[src/hw/rtl/assert_macros.svh]
// Assertion macros for the RTL files that carry checks.
`ifndef ASSERT_MACROS_SVH
`define ASSERT_MACROS_SVH

// Consequent must hold whenever the antecedent holds, outside reset.
`define QNC_ASSERT_IMPL(label, ante, cons, msg) \
    label: assert property (@(posedge aclk) disable iff (!aresetn) (ante) |-> (cons)) \
        else $error(msg);

// Expression must never be true, outside reset.
`define QNC_ASSERT_NEVER(label, expr, msg) \
    label: assert property (@(posedge aclk) disable iff (!aresetn) !(expr)) \
        else $error(msg);

`endif

[src/hw/rtl/qnc_pkg.sv]
// Shared constants, types and codes for the quaternion normalizer.
package qnc_pkg;

    localparam int IN_W      = 16;
    localparam int FRAC_BITS = 14;
    localparam int OUT_W     = FRAC_BITS + 2;
    localparam int MANT_BITS = 30;
    localparam int QUO_BITS  = FRAC_BITS + 1;
    localparam int ROOT_STEPS = 32;

    localparam logic [1:0] REG_FORCE_W    = 2'd0;
    localparam logic [1:0] REG_CONTINUITY = 2'd1;
    localparam logic [1:0] REG_SENTINEL   = 2'd2;

    typedef enum logic [3:0] {
        ST_IDLE, ST_CHECK, ST_SQ, ST_ROOT, ST_DIV, ST_DOT, ST_FIN, ST_OUT
    } state_t;

    typedef enum logic [3:0] {
        OP_NONE, OP_LOAD, OP_REJECT, OP_NORM, OP_SQ, OP_ROOT, OP_DIV, OP_DOT, OP_FIN
    } dp_op_t;

    typedef struct packed {
        dp_op_t     op;
        logic [1:0] comp;
        logic [4:0] step;
    } cmd_t;

    typedef struct packed {
        logic reject;
    } status_t;

endpackage

[src/hw/rtl/qnc_ctrl.sv]
// Sequencer that steps the datapath through one request at a time.
module qnc_ctrl import qnc_pkg::*; (
    input  logic    aclk,
    input  logic    aresetn,
    input  logic    s_tvalid,
    output logic    s_tready,
    output logic    m_tvalid,
    input  logic    m_tready,
    input  status_t status,
    output cmd_t    cmd
);

    state_t     state_reg, state_next;
    logic [1:0] comp_reg, comp_next;
    logic [4:0] step_reg, step_next;

    always_ff @(posedge aclk) begin
        if (!aresetn) begin
            state_reg <= ST_IDLE;
            comp_reg  <= '0;
            step_reg  <= '0;
        end else begin
            state_reg <= state_next;
            comp_reg  <= comp_next;
            step_reg  <= step_next;
        end
    end

    always_comb begin
        state_next = state_reg;
        comp_next  = comp_reg;
        step_next  = step_reg;
        s_tready   = 1'b0;
        m_tvalid   = 1'b0;
        cmd.op     = OP_NONE;
        cmd.comp   = comp_reg;
        cmd.step   = step_reg;
        case (state_reg)
            ST_IDLE: begin
                s_tready = 1'b1;
                if (s_tvalid) begin
                    cmd.op     = OP_LOAD;
                    state_next = ST_CHECK;
                end
            end
            ST_CHECK: begin
                if (status.reject) begin
                    cmd.op     = OP_REJECT;
                    state_next = ST_OUT;
                end else begin
                    cmd.op     = OP_NORM;
                    comp_next  = '0;
                    state_next = ST_SQ;
                end
            end
            ST_SQ: begin
                cmd.op    = OP_SQ;
                comp_next = comp_reg + 2'd1;
                if (comp_reg == 2'd3) begin
                    step_next  = 5'(ROOT_STEPS - 1);
                    state_next = ST_ROOT;
                end
            end
            ST_ROOT: begin
                cmd.op    = OP_ROOT;
                step_next = step_reg - 5'd1;
                if (step_reg == '0) begin
                    comp_next  = '0;
                    step_next  = 5'(QUO_BITS - 1);
                    state_next = ST_DIV;
                end
            end
            ST_DIV: begin
                cmd.op = OP_DIV;
                if (step_reg == '0) begin
                    comp_next = comp_reg + 2'd1;
                    step_next = 5'(QUO_BITS - 1);
                    if (comp_reg == 2'd3) begin
                        state_next = ST_DOT;
                    end
                end else begin
                    step_next = step_reg - 5'd1;
                end
            end
            ST_DOT: begin
                cmd.op    = OP_DOT;
                comp_next = comp_reg + 2'd1;
                if (comp_reg == 2'd3) begin
                    state_next = ST_FIN;
                end
            end
            ST_FIN: begin
                cmd.op     = OP_FIN;
                state_next = ST_OUT;
            end
            ST_OUT: begin
                m_tvalid = 1'b1;
                if (m_tready) begin
                    state_next = ST_IDLE;
                end
            end
            default: begin
                state_next = ST_IDLE;
            end
        endcase
    end

endmodule

[src/hw/rtl/qnc_dp.sv]
// Datapath: scaling, shared square-root and divider iterations, sign alignment.
module qnc_dp import qnc_pkg::*; (
    input  logic             aclk,
    input  logic             aresetn,
    input  logic             cfg_valid,
    input  logic [1:0]       cfg_index,
    input  logic [15:0]      cfg_data,
    input  logic [4*IN_W-1:0] in_data,
    input  cmd_t             cmd,
    output status_t          status,
    output logic [4*OUT_W-1:0] out_data,
    output logic             out_accepted
);

    logic                       force_w_reg, cont_reg;
    logic signed [IN_W-1:0]     sentinel_reg;
    logic signed [IN_W-1:0]     vin_reg [4];
    logic [MANT_BITS-1:0]       a_reg [4];
    logic [3:0]                 neg_reg;
    logic [63:0]                rem_reg, root_reg;
    logic [31:0]                drem_reg;
    logic [QUO_BITS-1:0]        q_reg [4];
    logic signed [33:0]         dot_reg;
    logic signed [OUT_W-1:0]    prev_reg [4];
    logic                       have_prev_reg;
    logic signed [OUT_W-1:0]    out_reg [4];
    logic                       acc_reg;

    logic [IN_W-1:0]            mag [4];
    logic [IN_W-1:0]            mag_max;
    logic [4:0]                 blen;
    logic [4:0]                 shamt;
    logic                       all_zero, all_sent;
    logic signed [OUT_W-1:0]    res [4];
    logic [59:0]                sq_prod;
    logic [63:0]                bitv, trial;
    logic [44:0]                num;
    logic [31:0]                dr_start;
    logic [32:0]                dtrial;
    logic                       dge;
    logic signed [31:0]         dot_prod;
    logic                       flip;

    always_comb begin
        all_zero = 1'b1;
        all_sent = 1'b1;
        mag_max  = '0;
        for (int i = 0; i < 4; i++) begin
            mag[i] = vin_reg[i][IN_W-1] ? IN_W'(-vin_reg[i]) : IN_W'(vin_reg[i]);
            if (vin_reg[i] != '0) all_zero = 1'b0;
            if (vin_reg[i] != sentinel_reg) all_sent = 1'b0;
            if (mag[i] > mag_max) mag_max = mag[i];
        end
        blen = '0;
        for (int k = 0; k < IN_W; k++) begin
            if (mag_max[k]) blen = 5'(k + 1);
        end
        shamt = 5'(MANT_BITS) - blen;
        for (int i = 0; i < 4; i++) begin
            res[i] = neg_reg[i] ? OUT_W'(-$signed({1'b0, q_reg[i]}))
                                : $signed({1'b0, q_reg[i]});
        end
    end

    assign status.reject = all_zero || all_sent;

    assign sq_prod = a_reg[cmd.comp] * a_reg[cmd.comp];
    assign bitv    = 64'd1 << {cmd.step, 1'b0};
    assign trial   = root_reg + bitv;

    // Rounded numerator a * 2^FRAC_BITS + floor(n / 2); quotient fits QUO_BITS.
    assign num      = {1'b0, a_reg[cmd.comp], FRAC_BITS'(0)} + 45'(root_reg[31:1]);
    assign dr_start = (cmd.step == 5'(QUO_BITS - 1)) ? 32'(num[44:QUO_BITS]) : drem_reg;
    assign dtrial   = {dr_start, num[cmd.step[3:0]]};
    assign dge      = dtrial >= {1'b0, root_reg[31:0]};

    assign dot_prod = res[cmd.comp] * prev_reg[cmd.comp];

    assign flip = (cont_reg && have_prev_reg) ? (dot_reg < 0)
                                              : (force_w_reg && res[3] < 0);

    always_ff @(posedge aclk) begin
        if (!aresetn) begin
            force_w_reg   <= 1'b0;
            cont_reg      <= 1'b0;
            sentinel_reg  <= -16'sd1;
            have_prev_reg <= 1'b0;
            for (int i = 0; i < 4; i++) prev_reg[i] <= '0;
        end else begin
            if (cfg_valid && (cfg_index == REG_FORCE_W || cfg_index == REG_CONTINUITY ||
                              cfg_index == REG_SENTINEL)) begin
                have_prev_reg <= 1'b0;
                for (int i = 0; i < 4; i++) prev_reg[i] <= '0;
                case (cfg_index)
                    REG_FORCE_W:    force_w_reg  <= cfg_data[0];
                    REG_CONTINUITY: cont_reg     <= cfg_data[0];
                    REG_SENTINEL:   sentinel_reg <= $signed(cfg_data);
                    default: ;
                endcase
            end else if (cmd.op == OP_FIN) begin
                have_prev_reg <= 1'b1;
                for (int i = 0; i < 4; i++) prev_reg[i] <= flip ? OUT_W'(-res[i]) : res[i];
            end
        end
    end

    always_ff @(posedge aclk) begin
        case (cmd.op)
            OP_LOAD: begin
                for (int i = 0; i < 4; i++) vin_reg[i] <= $signed(in_data[i*IN_W +: IN_W]);
            end
            OP_REJECT: begin
                for (int i = 0; i < 4; i++) out_reg[i] <= '0;
                acc_reg <= 1'b0;
            end
            OP_NORM: begin
                for (int i = 0; i < 4; i++) begin
                    a_reg[i]   <= MANT_BITS'(mag[i]) << shamt;
                    neg_reg[i] <= vin_reg[i][IN_W-1];
                end
                rem_reg  <= '0;
                root_reg <= '0;
                dot_reg  <= '0;
            end
            OP_SQ: begin
                rem_reg <= rem_reg + 64'(sq_prod);
            end
            OP_ROOT: begin
                if (rem_reg >= trial) begin
                    rem_reg  <= rem_reg - trial;
                    root_reg <= (root_reg >> 1) + bitv;
                end else begin
                    root_reg <= root_reg >> 1;
                end
            end
            OP_DIV: begin
                drem_reg <= dge ? 32'(dtrial - {1'b0, root_reg[31:0]}) : dtrial[31:0];
                q_reg[cmd.comp][cmd.step[3:0]] <= dge;
            end
            OP_DOT: begin
                dot_reg <= dot_reg + 34'(dot_prod);
            end
            OP_FIN: begin
                for (int i = 0; i < 4; i++) out_reg[i] <= flip ? OUT_W'(-res[i]) : res[i];
                acc_reg <= 1'b1;
            end
            default: ;
        endcase
    end

    assign out_data     = {out_reg[3], out_reg[2], out_reg[1], out_reg[0]};
    assign out_accepted = acc_reg;

endmodule

[src/hw/rtl/quaternion_normalize_continuity_unit.sv]
// Top level of the quaternion normalizer with hemisphere alignment.
// A rejected request skips the square-root, divider and alignment steps. A new
// request is taken only once the result is taken; the 32-step square-root loop and
// the 60 steps of the shared one-bit-per-cycle divider dominate each request.
// Reset (aresetn low, synchronous) clears the sequencer, config and stored history.
`include "assert_macros.svh"
module quaternion_normalize_continuity_unit import qnc_pkg::*; (
    input  logic              aclk,
    input  logic              aresetn,
    input  logic              s_tvalid,
    output logic              s_tready,
    input  logic [4*IN_W-1:0]  s_tdata,   // in_x, in_y, in_z, in_w
    output logic              m_tvalid,
    input  logic              m_tready,
    output logic [4*OUT_W-1:0] m_tdata,   // out_x, out_y, out_z, out_w
    output logic              m_tuser,   // accepted
    input  logic              cfg_valid,
    output logic              cfg_ready,
    input  logic [1:0]        cfg_index,
    input  logic [15:0]       cfg_data
);

    cmd_t    cmd;
    status_t status;

    assign cfg_ready = 1'b1;

    qnc_ctrl u_ctrl (
        .aclk     (aclk),
        .aresetn  (aresetn),
        .s_tvalid (s_tvalid),
        .s_tready (s_tready),
        .m_tvalid (m_tvalid),
        .m_tready (m_tready),
        .status   (status),
        .cmd      (cmd)
    );

    qnc_dp u_dp (
        .aclk         (aclk),
        .aresetn      (aresetn),
        .cfg_valid    (cfg_valid),
        .cfg_index    (cfg_index),
        .cfg_data     (cfg_data),
        .in_data      (s_tdata),
        .cmd          (cmd),
        .status       (status),
        .out_data     (m_tdata),
        .out_accepted (m_tuser)
    );

    `QNC_ASSERT_NEVER(a_one_in_flight, s_tready && m_tvalid, "input open while result pending")
    `QNC_ASSERT_IMPL(a_reject_zero, m_tvalid && !m_tuser, m_tdata == '0, "rejected result not zero")
    `QNC_ASSERT_IMPL(a_w_range, m_tvalid && m_tuser,
        $signed(m_tdata[4*OUT_W-1:3*OUT_W]) <= 16384 &&
        $signed(m_tdata[4*OUT_W-1:3*OUT_W]) >= -16384, "w out of unit range")
    `QNC_ASSERT_IMPL(a_x_range, m_tvalid && m_tuser,
        $signed(m_tdata[OUT_W-1:0]) <= 16384 &&
        $signed(m_tdata[OUT_W-1:0]) >= -16384, "x out of unit range")

endmodule
[config.mk]
export PLATFORM = sky130hd
export DESIGN_NAME = quaternion_normalize_continuity_unit
export DESIGN_NICKNAME = d
export VERILOG_FILES = /design/src/hw/rtl/qnc_pkg.sv /design/src/hw/rtl/qnc_ctrl.sv /design/src/hw/rtl/qnc_dp.sv /design/src/hw/rtl/quaternion_normalize_continuity_unit.sv
export VERILOG_INCLUDE_DIRS = /design/src /design/src/hw/rtl
export SDC_FILE = /design/constraint.sdc
export NUM_CORES = 2
export LEC_CHECK = 0
export BUFFER_PORTS_ARGS = -buffer_cell sky130_fd_sc_hd__buf_4
export CAP_MARGIN = 20
export CORE_ASPECT_RATIO = 0.8
export CORE_UTILIZATION = 30
export DETAILED_ROUTE_END_ITERATION = 12
export MAX_ROUTING_LAYER = met4
export PLACE_DENSITY = 0.51
export SLEW_MARGIN = 20
export SYNTH_ARGS = -nofsm -noshare
export SYNTH_HDL_FRONTEND = slang
export SYNTH_SLANG_ARGS = --single-unit
[constraint.sdc]
create_clock -name aclk -period 23.5 [get_ports aclk]
set_input_delay 0 -clock aclk [delete_from_list [all_inputs] [get_ports aclk]]
set_output_delay 0 -clock aclk [all_outputs]
set_load 0.01 [all_outputs]
== Yosys cells after proc, flatten, opt, wreduce, memory -nomap -nowiden ==
Memories as Yosys holds them, arrays and structs flattened. A register that Yosys moved wholly into a read port is not among the register bits.
Cells that the tools add are included.
Word-level totals
  register bits after elaboration: 229
  RAM bits: 372
  bits of input ports: 87
  output and inout bits: 68
  memories kept: 5
Memory list
  u_dp.a_reg: depth 4, bits a word 30, read ports 1, clocked after Yosys merged registers in 1, write ports 4, line qnc_dp.sv:18  | logic [MANT_BITS-1:0] a_reg [4];
  u_dp.out_reg: depth 4, bits a word 16, read ports 4, clocked after Yosys merged registers in 0, write ports 4, line qnc_dp.sv:26  | logic signed [OUT_W-1:0] out_reg [4];
  u_dp.prev_reg: depth 4, bits a word 16, read ports 1, clocked after Yosys merged registers in 1, write ports 4, line qnc_dp.sv:24  | logic signed [OUT_W-1:0] prev_reg [4];
  u_dp.vin_reg: depth 4, bits a word 16, read ports 4, clocked after Yosys merged registers in 0, write ports 4, line qnc_dp.sv:17  | logic signed [IN_W-1:0] vin_reg [4];
  u_dp.q_reg: depth 4, bits a word 15, read ports 4, clocked after Yosys merged registers in 0, write ports 1, line qnc_dp.sv:22  | logic [QUO_BITS-1:0] q_reg [4];
Operators by class
  add/subtract/negate cells: 22
  multiply operators: 2
  magnitude comparators: 12
  equality and inequality tests: 32
  shift-type cells: 5
  muxes and demuxes: 110
  bitwise operators: 14
  reductions and logical operators: 30
Operators by type and width (count)
  $mux W16: 30
  $pmux W64 S3: 1
  $mux W64: 2
  $neg A16 Y16: 8
  $pmux W64 S2: 1
  $shl A16 B5 Y30: 4
  $pmux W34 S2: 1
  $add A63 B64 Y64: 1
  $add A64 B60 Y64: 1
  $add A64 B64 Y64: 1
  $ge A64 B64 Y1: 1
  $mux W32: 2
  $ne A16 B16 Y1: 4
  $neg A15 Y16: 4
  $reduce_bool A16 Y1: 4
  $shl A1 B6 Y64 const A: 1
  $sub A64 B64 Y64: 1
  $mul A30 B30 Y60: 1
  $mux W4: 15
  $gt A16 B16 Y1: 3
  $add A44 B31 Y45: 1
  $add A34 B32 Y34: 1
  $lt A34 B1 Y1 const B: 1
  $ge A33 B32 Y1: 1
  other kinds (48): 137

== Logic depth before layout (Yosys ltp) ==
An unclocked memory read counts as a cell.
  depth after elaboration: 29
  gate-level depth with buffers: 62
  depth with buffers taken out: 48

== Modules after synthesis ==
From an unflattened synthesis, not the netlist that was laid out.
Unflattened totals
  cell total of the unflattened synthesis: 8428
  area, all modules: 80136.9 sq um
By module, submodules not included
  qnc_dp: times used 1, cells each 8329, area each 79403.7 sq um, seq. area each 17366.7 sq um
  qnc_ctrl: times used 1, cells each 97, area each 721.9 sq um, seq. area each 200.2 sq um
  quaternion_normalize_continuity_unit: times used 1, cells each 2, area each 11.3 sq um, seq. area each 0.0 sq um

== Worst setup path before layout ==
Ideal clock, no wire load.
  path type: reg-to-reg
  start point: mem u_dp.vin_reg[0][3]
  end point: mem u_dp.a_reg[3][18] (data pin)
  setup time: 271 ps
  data arrival time: 12307 ps
  required time: 23229 ps
  setup slack: 10922 ps
  cell stages (with the launch flop): 58
  cells stage by stage: edfxtp_1 -> buf_6 -> or4_1 -> buf_2 -> or3_1 -> buf_2 -> o41ai_2 -> a211oi_1 -> o41a_1 -> inv_1 -> ha_1 -> nor2b_1 -> o211ai_1 -> a211oi_1 -> o31ai_1 -> clkbuf_1 -> clkbuf_1 -> mux2i_1 -> (+22 left out) -> o31ai_1 -> o221ai_1 -> nand3b_1 -> o211ai_2 -> or3_1 -> buf_6 -> nand2_4 -> inv_2 -> buf_6 -> buf_6 -> buf_4 -> ha_1 -> buf_1 -> clkbuf_1 -> clkbuf_1 -> o211ai_1 -> a2bb2oi_1 -> o22ai_1
RTL lines (line)
  start: declaration: qnc_dp.sv:17
  end: declaration: qnc_dp.sv:18

==> insert_results.sql <==
INSERT INTO impl_metrics (metric_group, metric, value, unit) VALUES
('run_status', 'status', 'complete, no violations', ''),
('synth', 'dominantRegCellSynth', 'sky130_fd_sc_hd__edfxtp_1', ''),
('floorplanning', 'ioPinCount', '155', ''),
('sta', 'setup_tns', '0', 'ps'),
('sta', 'worst_pin_slew', '1200', 'ps'),
('clock_network', 'clkSlewWorstSetupHoldPaths', '60', 'ps'),
('floorplanning', 'core', '265000', 'µm²'),
('synth', 'synthesis.area_per_instance', '9.38', 'µm²'),
('setup_path', 'timing.critical_path.slowest_stage_cell', 'sky130_fd_sc_hd__inv_2', ''),
('detailed_routing', 'drcViolationCount', '0', ''),
('detailed_routing', 'drt_wl_total', '273000', 'µm'),
('synth', 'netlist.top_cell.by_area', 'sky130_fd_sc_hd__fa_1', ''),
('global_routing', 'grt_pass1_wl', '415000', 'µm'),
('sta', 'relSlewSlack', '19.3', '%'),
('clock_network', 'clock_root_buffer', 'sky130_fd_sc_hd__clkbuf_16', ''),
('synth', 'postSynthRegisterBits', '602', ''),
('floorplanning', 'initial_core_util', '30.2', '%'),
('floorplanning', 'die_h', '464', 'µm'),
('setup_path', 'cpLargestDelayFamily', 'simple AND/OR/NAND/NOR gates', ''),
('global_routing', 'grt_max_degree', '90', ''),
('synth', 'synthesis.yosys.warnings', '0', ''),
('place', 'pre_cts_ws', '5990', 'ps'),
('place', 'gp_congestion', '0.915', ''),
('floorplanning', 'floorplan.rows', '169', ''),
('sta', 'layout_min_cycle_time', '17830', 'ps'),
('setup_path', 'largest_driver_fanout_on_the_critical_path', '49', ''),
('sta', 'timing_max_transition_violations_final', '0', ''),
('clock_network', 'ctsHoldBuffers', '158', ''),
('sta', 'finalSetupViolations', '0', ''),
('synth', 'synthesis.instances', '8535', ''),
('setup_path', 'path_buf_inv', '7', ''),
('clock_network', 'cts-htree-levels', '3', ''),
('synth', 'yosys.cell_count.top_type', 'sky130_fd_sc_hd__inv_1', ''),
('detailed_routing', 'routed_via_count', '63520', ''),
('setup_path', 'worst_setup_path_type', 'register to register', ''),
('setup_path', 'cpPeakStageDelay', '880', 'ps'),
('clock_network', 'cts.sinks', '602', ''),
('synth', 'async_reset_ff_share', '0', '%'),
('sta', 'finalClockSkew', '33.2', 'ps'),
('cells_and_area', 'synthToLayoutAreaGrowth', '12.2', '%'),
('setup_path', 'critical_path.startpoint_type', 'register', ''),
('sta', 'finalCritPeriodShare', '75.9', '%'),
('sta', 'grt_setup_unrepaired', 'false', ''),
('global_routing', 'antenna_found_initial', '9', ''),
('synth', 'top_post_synthesis_cells_by_area', 'sky130_fd_sc_hd__fa_1 (27%), sky130_fd_sc_hd__edfxtp_1 (21%), sky130_fd_sc_hd__ha_1 (9.3%)', ''),
('clock_network', 'clock_insertion_delay_worst_skew', '710', 'ps'),
('sta', 'endpoints_failing_hold', '0', ''),
('clock_network', 'postCtsSetupBuffers', '0', ''),
('synth', 'synthDominantCellAreaShare', '26.6', '%'),
('worst_hold_path', 'min_delay_path_class', 'input pin to register', ''),
('synth', 'synth_seq_area_share', '22.0', '%'),
('clock_network', 'post_cts_resized', '0', ''),
('synth', 'synth.cell_area', '80100', 'µm²'),
('setup_path', 'worst-endpoint-arrival', '18250', 'ps'),
('cells_and_area', 'final_net_count', '10475', ''),
('detailed_routing', 'postRouteAntennaNets', '0', ''),
('clock_network', 'cts_made_buffers', '79', ''),
('global_routing', 'track_usage', '20.8', '%'),
('synth', 'post_synth_most_frequent_cells', 'sky130_fd_sc_hd__inv_1 (1233), sky130_fd_sc_hd__nor2_1 (1110), sky130_fd_sc_hd__fa_1 (1063), sky130_fd_sc_hd__nand2_1 (659), sky130_fd_sc_hd__ha_1 (595)', ''),
('setup_path', 'setup.worst_path.end_class', 'register', ''),
('synth', 'netlist-cell-type-count', '97', ''),
('synth', 'synth_edf_count', '555', ''),
('setup_path', 'critPathMostFrequentCell', 'sky130_fd_sc_hd__inv_1', ''),
('place', 'port_buffers', '153', ''),
('cells_and_area', 'largest_reg_flops', '120', ''),
('job', 'cap_viol_max_count', '0', ''),
('sta', 'achievable_clock_frequency', '56.1', 'MHz'),
('global_routing', 'grt_remaining_overflow', '0', ''),
('clock_network', 'cts_tree', 'built', ''),
('sta', 'timing.final.ws_setup', '5670', 'ps'),
('global_routing', 'grt_pass1_vias', '64762', '');
stage by stage:
stage,area [µm²],hold WS (ps),std cells,util [%]
after floorplan,80100,98.9,8550,-
after global placement,85600,179,11996,32.3
after detailed placement,85600,180,11996,32.3
after CTS,89800,0.00178,12300,33.9
after global routing,89800,14.4,12304,33.9
final,89900,43.9,12307,33.9
worst paths after layout:
check / from / endpoint / slack, ps / cells after the start
worst max-delay path: u_dp.vin_reg[0][0] / u_dp.a_reg[0][28] / 5670 / 48
worst min-delay path: s_tdata[62] / u_dp.vin_reg[3][14] / 40 / 2
worst max register to register: u_dp.vin_reg[0][0] / u_dp.a_reg[0][28] / 5670 / 48
worst min register to register: u_dp.prev_reg[2][0] / u_dp.prev_reg[2][0] / 480 / 2
layout make-up:
cell class	instances	area, µm²	area share [%]
tap	3505	4390	4.88
multi-input combinational	6385	57000	63.5
antenna	7	17.5	0.0195
clock inverter	53	512	0.570
timing repair buffer	423	3570	3.97
sequential	602	17600	19.6
inverter	1239	4650	5.18
clock buffer	93	2080	2.32
routing by layer:
layer	GRT usage [%]	wire length, µm
met1	30.3	132000
met2	29.7	114000
met3	3.82	21000
met4	4.77	6510
met5	-	0
kinds of logic after synthesis:
logic type                 Yosys count  share of synthesized area, %
other                                2                       0.00938
and+or+nand+nor                   2552                          14.1
AOI/OAI and AO/OA                 1419                          11.4
muxes                              245                          3.80
xor gates and xnor gates           494                          5.40
DFF                                602                          22.0
buffers and inverters             1563                          7.44
adders and majority gates         1658                          35.9
cell usage in the layout (no fill, tap or decap), types with 23 or more instances in the layout:
master / synthesis / final
sky130_fd_sc_hd__buf_4: 4 / 265
sky130_fd_sc_hd__or3_1: 56 / 54
sky130_fd_sc_hd__o211ai_1: 47 / 47
sky130_fd_sc_hd__mux2_2: 99 / 99
sky130_fd_sc_hd__a211oi_1: 78 / 76
sky130_fd_sc_hd__mux4_2: 37 / 37
sky130_fd_sc_hd__or2_2: 43 / 43
sky130_fd_sc_hd__o22ai_1: 45 / 45
sky130_fd_sc_hd__nor4_1: 23 / 23
sky130_fd_sc_hd__and2_1: 35 / 34
sky130_fd_sc_hd__o31ai_1: 56 / 55
sky130_fd_sc_hd__nor2_1: 1110 / 1108
sky130_fd_sc_hd__o21bai_1: 50 / 50
sky130_fd_sc_hd__and3_1: 59 / 59
sky130_fd_sc_hd__o21ai_0: 290 / 273
sky130_fd_sc_hd__a21oi_1: 356 / 353
sky130_fd_sc_hd__nand2b_1: 69 / 69
sky130_fd_sc_hd__clkbuf_16: 0 / 81
sky130_fd_sc_hd__mux2i_1: 105 / 104
sky130_fd_sc_hd__inv_1: 1233 / 1233
sky130_fd_sc_hd__or4_1: 23 / 23
sky130_fd_sc_hd__nor3_1: 161 / 160
sky130_fd_sc_hd__edfxtp_1: 555 / 555
sky130_fd_sc_hd__a31oi_1: 66 / 66
sky130_fd_sc_hd__o21ai_2: 0 / 32
sky130_fd_sc_hd__nor2b_1: 84 / 84
sky130_fd_sc_hd__nand4_1: 54 / 54
sky130_fd_sc_hd__a21o_1: 117 / 117
sky130_fd_sc_hd__o21ai_1: 51 / 27
sky130_fd_sc_hd__o21a_1: 49 / 49
sky130_fd_sc_hd__nand3_1: 134 / 131
sky130_fd_sc_hd__xor2_1: 228 / 227
sky130_fd_sc_hd__dfxtp_1: 47 / 45
sky130_fd_sc_hd__nand2_1: 659 / 657
sky130_fd_sc_hd__dlygate4sd3_1: 0 / 158
sky130_fd_sc_hd__ha_1: 595 / 594
sky130_fd_sc_hd__fa_1: 1063 / 1063
sky130_fd_sc_hd__xnor2_1: 266 / 259
worst register-to-register path: cells and delay by family (launching register included):
kind	cells	cell delay, ps
multiplexers	3	1480
XOR/XNOR	1	660
flip-flops	1	640
adder cells (fa/ha/maj)	5	1600
AND/OR/NAND/NOR	17	6290
AO/OA/AOI/OAI	15	4890
buffers and inverters	7	2010
Power is left out: the tool's default activity adds up to more than one toggle a clock period on the data nets, which glitch-free logic cannot reach.
